## src/ivt_pkg.sv

```systemverilog
// shared types and constants of the ip verdict table
// no dependencies
`default_nettype none

package ivt_pkg;

  localparam int TABLE_ENTRIES_DEF = 16;
  localparam int ADDR_W            = 32;
  localparam int VERDICT_W         = 2;
  localparam int TICK_W            = 32;
  localparam int CMD_W             = 3;
  localparam int OUT_CNT_W         = 9;

  typedef enum logic [CMD_W-1:0] {
    CMD_SET   = 3'd0,
    CMD_TSET  = 3'd1,
    CMD_CLEAR = 3'd2,
    CMD_CHECK = 3'd3,
    CMD_TICK  = 3'd4
  } cmd_t;

  typedef struct packed {
    logic [ADDR_W-1:0]    addr;
    logic [VERDICT_W-1:0] verdict;
    logic [TICK_W-1:0]    expiry;
  } entry_t;

endpackage

`default_nettype wire

```

## src/ip_verdict_table_with_expiry_core.sv

```systemverilog
// top level of the ip verdict table with expiry
// depends on ivt_pkg
`default_nettype none

// Command-driven IPv4 verdict table. A transaction is accepted at a rising
// edge with start high and busy low; busy then stays high until the command
// is done. Each command then passes a scan, a drain and a commit state:
// the scan reads every table slot through the single read port of the
// entry memory, the drain waits out the registered read of the last slot,
// and the commit writes back and registers the result. The result then
// sits on the out_ ports for exactly one cycle, marked by out_valid, while
// busy is already low. The receiver cannot stall, so the result must be
// taken in that cycle. Every result carries the number of valid slots
// after the command. Slot contents live in a synchronous memory; only the
// valid bits are flops, cleared by reset.
module ip_verdict_table_with_expiry_core
  import ivt_pkg::*;
#(
  parameter int TABLE_ENTRIES = TABLE_ENTRIES_DEF
) (
  input  wire logic                  clk,
  input  wire logic                  rst_n,
  // command channel
  input  wire logic                  start,
  output logic                       busy,
  input  wire logic [CMD_W-1:0]      in_command,
  input  wire logic [ADDR_W-1:0]     in_ip_address,
  input  wire logic [VERDICT_W-1:0]  in_verdict,
  input  wire logic [TICK_W-1:0]     in_duration,
  input  wire logic [TICK_W-1:0]     in_current_tick,
  // result channel
  output logic                       out_valid,
  output logic                       out_accepted,
  output logic                       out_rule_found,
  output logic [VERDICT_W-1:0]       out_verdict_out,
  output logic [OUT_CNT_W-1:0]       out_entries_in_use
);

  localparam int IDX_W = (TABLE_ENTRIES > 1) ? $clog2(TABLE_ENTRIES) : 1;
  localparam int CNT_W = $clog2(TABLE_ENTRIES + 1);
  localparam logic [IDX_W-1:0] LAST_IDX = IDX_W'(TABLE_ENTRIES - 1);

  // scan sequencer: read every slot, drain the read latency, then commit
  typedef enum logic [1:0] {
    ST_IDLE,
    ST_SCAN,
    ST_DRAIN,
    ST_COMMIT
  } state_t;

  state_t state_r, state_nxt;

  // slot contents, one synchronous read port and one write port
  entry_t mem [TABLE_ENTRIES];
  entry_t rd_data_r;
  logic                  mem_we;
  logic [IDX_W-1:0]      mem_wr_idx;
  entry_t                mem_wr_data;

  // valid bits and fill count
  logic [TABLE_ENTRIES-1:0] valid_r, valid_nxt;
  logic [CNT_W-1:0]         cnt_r, cnt_nxt;

  // read pipeline tracking
  logic [IDX_W-1:0] iss_idx_r, iss_idx_nxt;
  logic [IDX_W-1:0] rd_idx_r;
  logic             rd_vld_r;

  // latched command transaction
  logic [CMD_W-1:0]     cmd_r, cmd_nxt;
  logic [ADDR_W-1:0]    key_r, key_nxt;
  logic [VERDICT_W-1:0] verdict_r, verdict_nxt;
  logic [TICK_W-1:0]    dur_r, dur_nxt;
  logic [TICK_W-1:0]    now_r, now_nxt;

  // scan results: matching slot and lowest free slot
  logic             hit_r, hit_nxt;
  logic [IDX_W-1:0] hit_idx_r, hit_idx_nxt;
  entry_t           hit_ent_r, hit_ent_nxt;
  logic             free_r, free_nxt;
  logic [IDX_W-1:0] free_idx_r, free_idx_nxt;

  // registered result
  logic                 out_valid_r, out_valid_nxt;
  logic                 out_acc_r, out_acc_nxt;
  logic                 out_found_r, out_found_nxt;
  logic [VERDICT_W-1:0] out_verdict_r, out_verdict_nxt;
  logic [OUT_CNT_W-1:0] out_cnt_r, out_cnt_nxt;

  logic                 rd_slot_valid;
  logic [TICK_W-1:0]    exp_sum;
  logic                 is_timed;

  assign rd_slot_valid = valid_r[rd_idx_r];
  assign exp_sum       = now_r + dur_r;  // wraps mod 2^32; zero means permanent
  assign is_timed      = (cmd_r == CMD_TSET);

  always_comb begin
    state_nxt       = state_r;
    iss_idx_nxt     = iss_idx_r;
    valid_nxt       = valid_r;
    cnt_nxt         = cnt_r;
    cmd_nxt         = cmd_r;
    key_nxt         = key_r;
    verdict_nxt     = verdict_r;
    dur_nxt         = dur_r;
    now_nxt         = now_r;
    hit_nxt         = hit_r;
    hit_idx_nxt     = hit_idx_r;
    hit_ent_nxt     = hit_ent_r;
    free_nxt        = free_r;
    free_idx_nxt    = free_idx_r;
    out_valid_nxt   = 1'b0;
    out_acc_nxt     = out_acc_r;
    out_found_nxt   = out_found_r;
    out_verdict_nxt = out_verdict_r;
    mem_we          = 1'b0;
    mem_wr_idx      = hit_idx_r;
    mem_wr_data     = hit_ent_r;

    // compare stage: one slot's data arrives per cycle during the scan and the drain
    if (rd_vld_r) begin
      if (rd_slot_valid && rd_data_r.addr == key_r && !hit_r) begin
        hit_nxt     = 1'b1;
        hit_idx_nxt = rd_idx_r;
        hit_ent_nxt = rd_data_r;
      end
      if (!rd_slot_valid && !free_r) begin
        free_nxt     = 1'b1;
        free_idx_nxt = rd_idx_r;
      end
      // expiry sweep: at most one slot drops per cycle
      if (cmd_r == CMD_TICK && rd_slot_valid && rd_data_r.expiry != '0 &&
          now_r >= rd_data_r.expiry) begin
        valid_nxt[rd_idx_r] = 1'b0;
        cnt_nxt             = cnt_r - CNT_W'(1);
      end
    end

    case (state_r)
      ST_IDLE: begin
        if (start) begin
          cmd_nxt     = in_command;
          key_nxt     = in_ip_address;
          verdict_nxt = in_verdict;
          dur_nxt     = in_duration;
          now_nxt     = in_current_tick;
          hit_nxt     = 1'b0;
          free_nxt    = 1'b0;
          iss_idx_nxt = '0;
          state_nxt   = ST_SCAN;
        end
      end
      ST_SCAN: begin
        if (iss_idx_r == LAST_IDX) begin
          state_nxt = ST_DRAIN;
        end else begin
          iss_idx_nxt = iss_idx_r + IDX_W'(1);
        end
      end
      ST_DRAIN: begin
        state_nxt = ST_COMMIT;
      end
      ST_COMMIT: begin
        out_valid_nxt   = 1'b1;
        out_acc_nxt     = 1'b0;
        out_found_nxt   = 1'b0;
        out_verdict_nxt = '0;
        state_nxt       = ST_IDLE;
        case (cmd_r)
          CMD_SET, CMD_TSET: begin
            if (hit_r) begin
              // existing rule: new verdict, expiry kept unless timed
              mem_we              = 1'b1;
              mem_wr_idx          = hit_idx_r;
              mem_wr_data.addr    = key_r;
              mem_wr_data.verdict = verdict_r;
              mem_wr_data.expiry  = is_timed ? exp_sum : hit_ent_r.expiry;
              out_acc_nxt         = 1'b1;
            end else if (free_r) begin
              // new rule in the lowest free slot, permanent unless timed
              mem_we                = 1'b1;
              mem_wr_idx            = free_idx_r;
              mem_wr_data.addr      = key_r;
              mem_wr_data.verdict   = verdict_r;
              mem_wr_data.expiry    = is_timed ? exp_sum : '0;
              valid_nxt[free_idx_r] = 1'b1;
              cnt_nxt               = cnt_r + CNT_W'(1);
              out_acc_nxt           = 1'b1;
            end
          end
          CMD_CLEAR: begin
            if (hit_r) begin
              valid_nxt[hit_idx_r] = 1'b0;
              cnt_nxt              = cnt_r - CNT_W'(1);
            end
          end
          CMD_CHECK: begin
            out_found_nxt   = hit_r;
            out_verdict_nxt = hit_r ? hit_ent_r.verdict : '0;
          end
          default: begin
            // tick already applied during the scan; unused codes do nothing
          end
        endcase
      end
      default: begin
        state_nxt = ST_IDLE;
      end
    endcase

    out_cnt_nxt = OUT_CNT_W'(cnt_nxt);
  end

  // control state and registered outputs
  always_ff @(posedge clk) begin
    if (!rst_n) begin
      state_r     <= ST_IDLE;
      valid_r     <= '0;
      cnt_r       <= '0;
      rd_vld_r    <= 1'b0;
      out_valid_r <= 1'b0;
      hit_r       <= 1'b0;
      free_r      <= 1'b0;
    end else begin
      state_r     <= state_nxt;
      valid_r     <= valid_nxt;
      cnt_r       <= cnt_nxt;
      rd_vld_r    <= (state_r == ST_SCAN);
      out_valid_r <= out_valid_nxt;
      hit_r       <= hit_nxt;
      free_r      <= free_nxt;
    end
  end

  // payload registers, no reset needed
  always_ff @(posedge clk) begin
    iss_idx_r     <= iss_idx_nxt;
    rd_idx_r      <= iss_idx_r;
    cmd_r         <= cmd_nxt;
    key_r         <= key_nxt;
    verdict_r     <= verdict_nxt;
    dur_r         <= dur_nxt;
    now_r         <= now_nxt;
    hit_idx_r     <= hit_idx_nxt;
    hit_ent_r     <= hit_ent_nxt;
    free_idx_r    <= free_idx_nxt;
    out_acc_r     <= out_acc_nxt;
    out_found_r   <= out_found_nxt;
    out_verdict_r <= out_verdict_nxt;
    out_cnt_r     <= out_cnt_nxt;
  end

  // entry memory: reads every cycle but only scan reads are used, writes only at commit,
  // so a used read and a write of the same slot never overlap
  always_ff @(posedge clk) begin
    if (mem_we) begin
      mem[mem_wr_idx] <= mem_wr_data;
    end
    rd_data_r <= mem[iss_idx_r];
  end

  assign busy               = (state_r != ST_IDLE);
  assign out_valid          = out_valid_r;
  assign out_accepted       = out_acc_r;
  assign out_rule_found     = out_found_r;
  assign out_verdict_out    = out_verdict_r;
  assign out_entries_in_use = out_cnt_r;

endmodule

`default_nettype wire

```

## config.mk

```make
export PLATFORM = sky130hd
export DESIGN_NAME = ip_verdict_table_with_expiry_core
export DESIGN_NICKNAME = d
export VERILOG_FILES = /design/src/ivt_pkg.sv /design/src/ip_verdict_table_with_expiry_core.sv
export SDC_FILE = /design/constraint.sdc
export NUM_CORES = 1
export LEC_CHECK = 0
export ABC_AREA = 0
export BUFFER_PORTS_ARGS = -buffer_cell sky130_fd_sc_hd__clkbuf_2
export CAP_MARGIN = 20
export CORE_MARGIN = 2
export CORE_UTILIZATION = 60
export CTS_BUF_LIST = sky130_fd_sc_hd__clkbuf_16
export CTS_CLUSTER_SIZE = 12
export DETAILED_ROUTE_END_ITERATION = 8
export PLACE_DENSITY = 0.77
export SLEW_MARGIN = 20
export SYNTH_ARGS = -nofsm -noshare
export SYNTH_HDL_FRONTEND = slang
export SYNTH_SLANG_ARGS = --single-unit
```

## constraint.sdc

```tcl
create_clock -name clk -period 8.9 [get_ports clk]
set_input_delay 2.67 -clock clk [delete_from_list [all_inputs] [get_ports clk]]
set_output_delay 2.67 -clock clk [all_outputs]
set_load 0.05 [all_outputs]
```

== After elaboration in Yosys (flattened, before gate mapping) ==
Memories as Yosys holds them, arrays and structs flattened. A register that Yosys moved wholly into a read port is not among the register bits.
Cells that the tools add are included.

* $add $sub $neg: 4
* Order comparisons: 7
* Equal/unequal tests: 12
* Muxes and demuxes: 53
* Bitwise operators: 5
* Reductions and logical operators: 24

{| class="wikitable"
|+ Operator list
! cell !! count
|-
| $mux W66 || 4
|-
| $mux W16 || 6
|-
| $mux W32 || 2
|-
| $add A32 B32 Y32 || 1
|-
| $and A16 B16 Y16 || 2
|-
| $eq A32 B32 Y1 || 1
|-
| $ge A32 B32 Y1 || 1
|-
| $not A16 Y16 || 2
|-
| $pmux W16 S2 || 1
|-
| $reduce_bool A32 Y1 || 1
|-
| $mux W5 || 6
|-
| $mux W4 || 6
|-
| $mux W1 || 19
|-
| $or A16 B16 Y16 || 1
|-
| $lt A4 B5 Y1 const B || 3
|-
| $demux W1 S4 || 3
|-
| $ge A4 B1 Y1 const B || 3
|-
| $pmux W5 S2 || 1
|-
| $reduce_and A2 Y1 || 5
|-
| $logic_and A1 B1 Y1 || 9
|-
| $pmux W2 S4 || 1
|-
| $pmux W4 S2 || 1
|-
| $eq A3 B2 Y1 const B || 2
|-
| $ne A2 B2 Y1 const B || 3
|-
| 16 further kinds || 21
|}

* Register bits: 219
* Memory bits (writable): 1056
* Input bits: 104
* Output and inout bits: 15
* Word-level logic and storage cells: 129
* Memories: 1

{| class="wikitable"
|+ Memories
! memory !! depth !! bits a word !! read ports !! clocked after Yosys merged registers in !! wr ports !! RTL line !! text
|-
| mem || 16 || 66 || 1 || 1 || 1 || ip_verdict_table_with_expiry_core.sv:54 || <nowiki>entry_t mem [TABLE_ENTRIES];</nowiki>
|}

== Depth between registers and ports, before layout ==
Gate-level depths: netlist (run 1).

* Word-level depth: 13
* Gate-level depth with buffers: 12

== Least setup slack after synthesis (run 1) ==
Ideal clock, no wire load.

* Path kind: input to register
* Start: input start
* End: register cmd_r[0] (enable)
* Data arrival time: 6986 ps
* Slack: 1349 ps
* Cell stages on the path: 2
* Path buffers: 0
* Cells stage by stage: inv_1 -> nor2_1

* Word-level cells in the longest chain between the ends: 1

{| class="wikitable"
|+ Ends and longest elaborated chain
! what !! RTL line !! text
|-
| start: declaration || ip_verdict_table_with_expiry_core.sv:24 || <nowiki>input wire logic start,</nowiki>
|-
| $reduce_and A2 Y1 (no source line) || - ||
|-
| end signal: assignment || ip_verdict_table_with_expiry_core.sv:240 || <nowiki>cmd_r <= cmd_nxt;</nowiki>
|-
| end: declaration || ip_verdict_table_with_expiry_core.sv:70 || <nowiki>logic [CMD_W-1:0] cmd_r, cmd_nxt;</nowiki>
|}

No other way between the ends.
A chain may end at the register's enable or synchronous reset.

== Worst setup path in the final report (run 1) ==
* Start: register state_r[0]
* End: output busy

* Word-level cells in the longest chain between the ends: 1

{| class="wikitable"
|+ Ends and longest elaborated chain
! what !! RTL line !! text
|-
| start: declaration || ip_verdict_table_with_expiry_core.sv:51 || <nowiki>state_t state_r, state_nxt;</nowiki>
|-
| start signal: assignment || ip_verdict_table_with_expiry_core.sv:226 || <nowiki>state_r <= state_nxt;</nowiki>
|-
| $reduce_bool A2 Y1 || ip_verdict_table_with_expiry_core.sv:263 || <nowiki>assign busy = (state_r != ST_IDLE);</nowiki>
|-
| end: declaration || ip_verdict_table_with_expiry_core.sv:25 || <nowiki>output logic busy,</nowiki>
|}

No other way between the ends.

==> results of run 1 <==
==> worst max-delay path, delay by kind of cell, from the launching register on <==
family / cells / cell delay (ps)
DFF: 1 / 400
buffers and inverters: 3 / 550
adders and majority gates: 1 / 260
==> routing by layer <==
metal | share of wire | routed length, um
met1 | 0.39 | 47690
met2 | 0.50 | 61890
met3 | 0.082 | 10040
met4 | 0.029 | 3532
met5 | 0 | 0
==> sequential cells by signal, summed over array words and instances (netlist names) <==
name and count:
out_rule_found 1, verdict_r 2, cnt_r 5, free_idx_r 4, cmd_r 3, out_valid 1, dur_r 32, now_r 32
rd_data_r 66, valid_r 16, key_r 32, hit_ent_r 66, out_verdict_out 2, hit_idx_r 4, rd_vld_r 1, mem 1056
free_r 1, hit_r 1, state_r 2, iss_idx_r 4, rd_idx_r 4, out_accepted 1, out_entries_in_use 5
==> cells in the mapped netlist (3+ instances only) <==
master        n  area [um^2]
nor4_1       12        75.07
nor3b_1       6        45.04
or3_1         6        37.54
buf_2        14        70.07
clkbuf_1     96        360.4
nand2b_1      6        37.54
dfxtp_1     102         2042
and2_1       14        87.58
and3_1        9        56.30
edfxtp_1   1239        37210
a22oi_1      69        518.0
buf_1        27        101.4
o41ai_1       4        35.03
nand3b_1      6        45.04
a31oi_1       6        37.54
buf_4         4        30.03
o21a_1        7        52.55
mux2_2      101         1137
a221oi_1     68        595.6
o21ai_0     210         1051
nand2_1     152        570.6
inv_1        49        183.9
nand3_1      21        105.1
nor2b_1       8        50.05
a21boi_0      3        22.52
xor2_1       15        131.4
a22o_1        3        26.28
xnor2_1      45        394.1
a21oi_1     130        650.6
o2111ai_1     7        61.31
nor3_1        8        40.04
nor2_1       55        206.5
o21bai_1      4        30.03
ha_1         71        888.4
a21o_1       23        172.7
a211oi_1      7        52.55
mux2i_1     200         2002
o31ai_1       3        22.52
mux4_2      135         3040
o211ai_1      7        52.55
nand4_1      26        162.7
==> area by class of cell <==
type	count	area (um^2)	area share
diodes	2	5.005	0.00008455
clock buffers	141	3528	0.05961
clock inverters	108	596.8	0.01008
inverters	49	183.9	0.003107
multi-input cells	1485	13020	0.2199
flip-flops and latches	1341	39250	0.6630
well taps	1155	1445	0.02441
repair buffers	188	1174	0.01983
==> cells by family (layout without fill, tap and decap cells) <==
family          Yosys count  after routing  share of synthesized area
flops                  1341           1341                     0.7424
other cells               1              6                 0.00007094
fa+ha+maj                72             72                    0.01718
xor+xnor                 60             60                   0.009941
buf+inv                 193            486                    0.01463
mux                     438            438                     0.1179
simple gates            337            337                    0.02985
compound gates          574            574                    0.06800
==> how the worst max path moves through the flow <==
stage / start / to / slack, ps / cells past startpoint
after floorplan: start / cmd_r[0] / 1350 / 2
after global placement: start / free_r / 4200 / 7
after detailed placement: start / dur_r[31] / 4160 / 5
after CTS: cmd_r[2] / mem[4][40] / 4250 / 7
after global routing: state_r[0] / busy / 4210 / 4
final: state_r[0] / busy / 4290 / 4
==> metrics by stage <==
| step | hold WS [ps] | total power, mW |
|---|---|---|
| 2_1_floorplan | 346.2 | 10.59 |
| 3_3_place_gp | 387.5 | 11.68 |
| 3_5_place_dp | 389.7 | 11.78 |
| 4_1_cts | 396.5 | 17.01 |
| 5_1_grt | 405.4 | 17.64 |
| 6_report | 403.5 | 16.98 |
==> power breakdown <==
part	switching, mW	internal (mW)	total, mW
Sequential	0.315	7.23	7.54
Clock	2.34	2.91	5.25
Combinational	2.49	1.70	4.19
Total	5.15	11.8	17.0
==> metrics.md, run 1 <==
| Metric | Value |
|---|---|
| Layout cells sized above 1 | 0.1884 |
| TritonCTS clock tree | yes |
| Max clock buf depth | 3 |
| Tightest Pin Transition | between 1000 and 1500 ps |
| Largest stage delay on the critical path | roughly 400 ps |
| Commonest non-fill, non-tap cell in the layout | edfxtp_1 |
| Hold buffers post-CTS | 0 |
| RR Endpoint | mem[14][40] |
| Syn Inst Count | between 3000 and 4000 |
| Met3 GRT Util | 0.04163 |
| Most frequent cells in the layout | edfxtp_1, o21ai_0, mux2i_1 |
| Crit end category | output pin |
| Hold Path Stages | 0 |
| Initial Util | 0.6075 |
| Worst-skew pair later-pin latency | 750 ps |
| Register area share after synthesis | 0.7424 |
| # fillers | around 5500 |
| Max Slew Vio Count | 0 |
| FMAX | 216.9 MHz |
| Setup TNS | 0 ps |
| RSZ-0062 raised after global routing | no |
| Crit path max fanout | 4 |
| Final instance area | 0.05920 mm^2 |
| Synth warnings | 0 |
| Nets | 3379 |
| WHS Endpoint | hit_ent_r[33] |
| Static Leak | about 20 nW |
| TritonCTS Sinks | 1341 |
| Post-place setup slack | about 4200 ps |
| Largest net degree at the start of global routing | roughly 140 |
| Drt wl/cell | between 20 and 30 um |
| Max Cap Viol | 0 |
| CTS buffer count | roughly 140 |
| Post-synth EDFFs | between 1000 and 1500 |
| GR Util met1 | 0.3698 |
| Library cells used by synthesis | 72 |
| Setup bufs post-CTS | 0 |
| Gr usage total | 0.2742 |
| Initial antenna violation count | 3 |
| IO Pins | approximately 120 |
| IO Port Bufs | between 100 and 150 |
| Hold path start | rd_data_r[33] |
| Endpoints failing setup | 0 |
| Clock slew at reported path FFs | ~60 ps |
| Placed insts | approximately 4200 |
| Power density cells | ~290 mW/mm^2 |
| Reg2Reg Setup Slack | between 4000 and 5000 ps |
| Post-CTS sizing | 0 |
| Critical path type | register to output pin |
| Cells along the critical path | inv_1 -> ha_1 -> inv_1 -> clkbuf_2 |
| Area of the die | around 0.09 mm^2 |
| CTS root buffer | clkbuf_16 |
| CP dominant cell by count | inv_1 |
| Period utilization | 0.5180 |
| CTS HTree Levels | 4 |
| Data required, critical path | a little over 6000 ps |
| Row count | between 100 and 150 |
| Finished Layout Cells | ~4500 |
| Via count | approximately 29000 |
| Cells on worst reg2reg path | 7 |
| Area Growth Syn to Fin | 11.98% |
| CP Data Arrival Time | a little under 2000 ps |
| Layer with the highest usage | met2 |
| Fin Clk Skew | around 35 ps |
| Status | finished, final reports clean |
| Core area | around 0.087 mm^2 |
| # DRC | 0 |
| Max stage delay cell, worst path | dfxtp_1 |
| Final HPWL from detailed placement | 67.89 mm |
| Ys flop type | edfxtp_1 |
| Final setup margin | about 4300 ps |
| DIE HEIGHT | 300.8 um |
| Final core utilization | 0.6802 |
| Syn Area/Cell | ~18 um^2 |
| Via density | ~6.5 |
| RR Startpoint | cmd_r[2] |
| Routed wire length | between 100 and 150 mm |
| First-pass GRT wire length | about 180 mm |
| Cell Area, Synth | between 0.05 and 0.06 mm^2 |
| Crit path time final | ~4600 ps |
| Hold Path Class | register to register |
| GPL Wtd Cong | between 0.9 and 1 |
| Final ANT Viol Nets | 0 |
| Horiz. Die Dim | around 300 um |
| Ys async rst share | 0 |
| M2 GR Usage | 0.4608 |
| Gr ovfl total | 0 |
| Vias in the first global route | just under 30000 |
| Post-Place Cell Area | ~0.055 mm^2 |
| Count of state elements after synthesis | approximately 1300 |
| Fin. Hold Viols | 0 |
| Initial DRC count | between 3000 and 4000 |
| Pre-antenna DRT Iters | 9 |
| CP Launch Type | register |
| Worst vdd ir | approximately 290 uV |
| Worst rel slew slack | 0.2622 |
No activity file was read; power rests on OpenSTA's default activity.
==> run 2, diff against run 1 <==
clock period = 4.4 ns   (was 8.9 ns; I/O delays follow)
==> metrics.md, run 2 (synthesized netlist as in run 1, its figures left out) <==
| Metric | Value |
|---|---|
| Status | finished, final reports clean |
| DIE HEIGHT | 300.8 um (unchanged) |
| Via count | 28920 (+0.12%) |
| Critical path type | register to register |
| TritonCTS clock tree | yes |
| Static Leak | 20.29 nW (+1.0%) |
| Pre-antenna DRT Iters | 5 (-4) |
| Crit path time final | roughly 3900 ps |
| Worst setup path start | state_r[0] |
| IO Pins | 119 (unchanged) |
| IO Port Bufs | 114 (unchanged) |
| Post-CTS sizing | 0 (unchanged) |
| Initial DRC count | 3027 (-8.0%) |
| Area Growth Syn to Fin | 12.96% |
| Fin Clk Skew | 31.25 ps (-3.318 ps) |
| Hold path start | rd_data_r[32] |
| Final ANT Viol Nets | 0 (unchanged) |
| GPL Wtd Cong | 0.8509 (-7.4%) |
| Max stage delay cell, worst path | nor2_4 |
| CP Launch Type | register |
| Gr usage total | 0.2767 (+0.002510) |
| Top register by number of flip-flops | mem |
| Tightest Pin Transition | 1098 ps (-8.875 ps) |
| CP Data Arrival Time | 4370 ps (+2430 ps) |
| Final core utilization | 0.6862 (+0.005952) |
| Commonest non-fill, non-tap cell in the layout | edfxtp_1 |
| Data required, critical path | 4840 ps (-1390 ps) |
| Max Cap Viol | 0 (unchanged) |
| Row count | 108 (unchanged) |
| Setup bufs post-CTS | 0 (unchanged) |
| Area of the die | 0.09050 mm^2 (unchanged) |
| Nets | 3393 (+0.41%) |
| Horiz. Die Dim | 300.8 um (unchanged) |
| TritonCTS Sinks | 1341 (unchanged) |
| Gr ovfl total | 0 (unchanged) |
| Psw | 10.53 mW (+100%) |
| Hold buffers post-CTS | 0 (unchanged) |
| Max reg flops | 1056 (unchanged) |
| Fin. Hold Viols | 0 (unchanged) |
| Initial Util | 0.6075 (unchanged) |
| Initial antenna violation count | 4 (+1) |
| CP dominant cell by count | nand2_1 |
| CTS HTree Levels | 4 (unchanged) |
| RR Startpoint | state_r[0] |
| Endpoints failing setup | 0 (unchanged) |
| Switching share of total power | 0.3029 (about the same) |
| Worst vdd ir | 575.6 uV (+100%) |
| Worst rel slew slack | 0.2681 (+0.005917) |
| Setup TNS | 0 ps (unchanged) |
| Drt wl/cell | 27.55 um (about the same) |
| Largest registers | mem x1056, hit_ent_r x66, rd_data_r x66 |
| Sequential share of power | 0.440 (-0.004) |
| Routed wire length | 123.6 mm (+0.38%) |
| Crit end category | register |
| Largest net degree at the start of global routing | 103 (-24%) |
| Multi-input gate area | 0.01302 mm^2 (about the same) |
| # fillers | 5372 (-2.6%) |
| Clk network pwr share | 0.312 (+0.003) |
| # DRC | 0 (unchanged) |
| Crit path max fanout | 22 (+18) |
| Max clock buf depth | 3 (unchanged) |
| Core area | 0.08702 mm^2 (unchanged) |
| Max Slew Vio Count | 0 (unchanged) |
| Register area | 0.03925 mm^2 (unchanged) |
| Clock slew at reported path FFs | 60 ps (about the same) |
| RSZ-0062 raised after global routing | no |
| N_diodes | 0 (-2) |
| First-pass GRT wire length | 183.7 mm (+0.49%) |
| Post-place setup slack | 404.1 ps (-3756 ps) |
| CTS buffer count | 139 (+0.72%) |
| Largest stage delay on the critical path | 740 ps (+340 ps) |
| Worst-skew pair later-pin latency | 760 ps (about the same) |
| Layout cells sized above 1 | 0.1921 (+0.003671) |
| Combinational power share | 0.248 (about the same) |
| Most frequent cells in the layout | edfxtp_1, o21ai_0, mux2i_1 |
| Hold Path Class | register to register |
| Final setup margin | 467.4 ps (-3822 ps) |
| Power density cells | 582.0 mW/mm^2 (+100%) |
| Vias in the first global route | 29260 (-1.1%) |
| Period utilization | 0.8938 |
| Via density | 6.445 (-0.28%) |
| FMAX | around 250 MHz |
| Final HPWL from detailed placement | 69.64 mm (+2.6%) |
| Cells along the critical path | ha_1 -> nand2_1 -> nor2_1 -> nand3_1 -> nand2_1 -> nand2_1 -> nor2_4 -> buf_12 |
| Hold_ws | 403.1 ps (-0.4250 ps) |
| CTS root buffer | clkbuf_16 |
| Internal power | 24.23 mW (+100%) |
==> run 2: cell types whose count changed in the layout (fill, tap and decap cells not counted), moves of 2 or more <==
cell        delta
diode_2        -2
clkinv_2       +2
o21ai_1        -3
clkinv_1       +3
o21ai_0        +3
buf_12        +23
buf_4         -10
clkbuf_16      +3
bufinv_16      +2
clkinvlp_4     -2
==> run 2: critical path, delay by kind of cell (launching register included) <==
family	cells	cell delay (ps)
and+or+nand+nor	6	2240
adders and majority gates	1	690
DFF	1	380
buffers and inverters	1	290
==> run 2: stage by stage <==
stage | power, mW | instances | cell area [um^2]
floorplan | 21.39 | 3019 | 52890
global placement | 23.84 | 4230 | 55440
detailed placement | 24.03 | 4230 | 55440
CTS | 34.90 | 4486 | 59700
global route | 36.09 | 4487 | 59710
finish | 34.75 | 4487 | 59710
==> run 2: routing by layer <==
layer | share of wire | track usage
met5 | 0.00011 | 0
met4 | 0.029 | 0.09275
met3 | 0.082 | 0.04747
met2 | 0.50 | 0.4559
met1 | 0.39 | 0.3793
==> run 2: cell type report <==
| class | instances | area share |
|---|---|---|
| Inverter | 49 | 0.003080 |
| Multi-Input combinational cell | 1485 | 0.2180 |
| Clock buffer | 144 | 0.06035 |
| Clock inverter | 112 | 0.01098 |
| Sequential cell | 1341 | 0.6573 |
| Timing Repair Buffer | 201 | 0.02615 |
| Tap cell | 1155 | 0.02420 |
==> run 2: path summary, 6_finish.rpt <==
kind              slack, ps            end  depth (start not counted)
setup / recovery        470    mem[15][55]                          8
hold / removal          400  hit_ent_r[32]                          0
setup reg to reg        470    mem[15][55]                          8
hold reg to reg         400  hit_ent_r[32]                          0
==> run 2: power groups by stage <==
| stage | Sequential, mW | Combinational [mW] | Clock [mW] |
|---|---|---|---|
| CTS | 15.3 | 8.59 | 11.0 |
| global route | 15.4 | 9.26 | 11.5 |
| global placement | 15.5 | 8.34 | 0 |
| floorplan | 15.2 | 6.20 | 0 |
| detailed placement | 15.5 | 8.48 | 0 |
| finish | 15.3 | 8.61 | 10.8 |
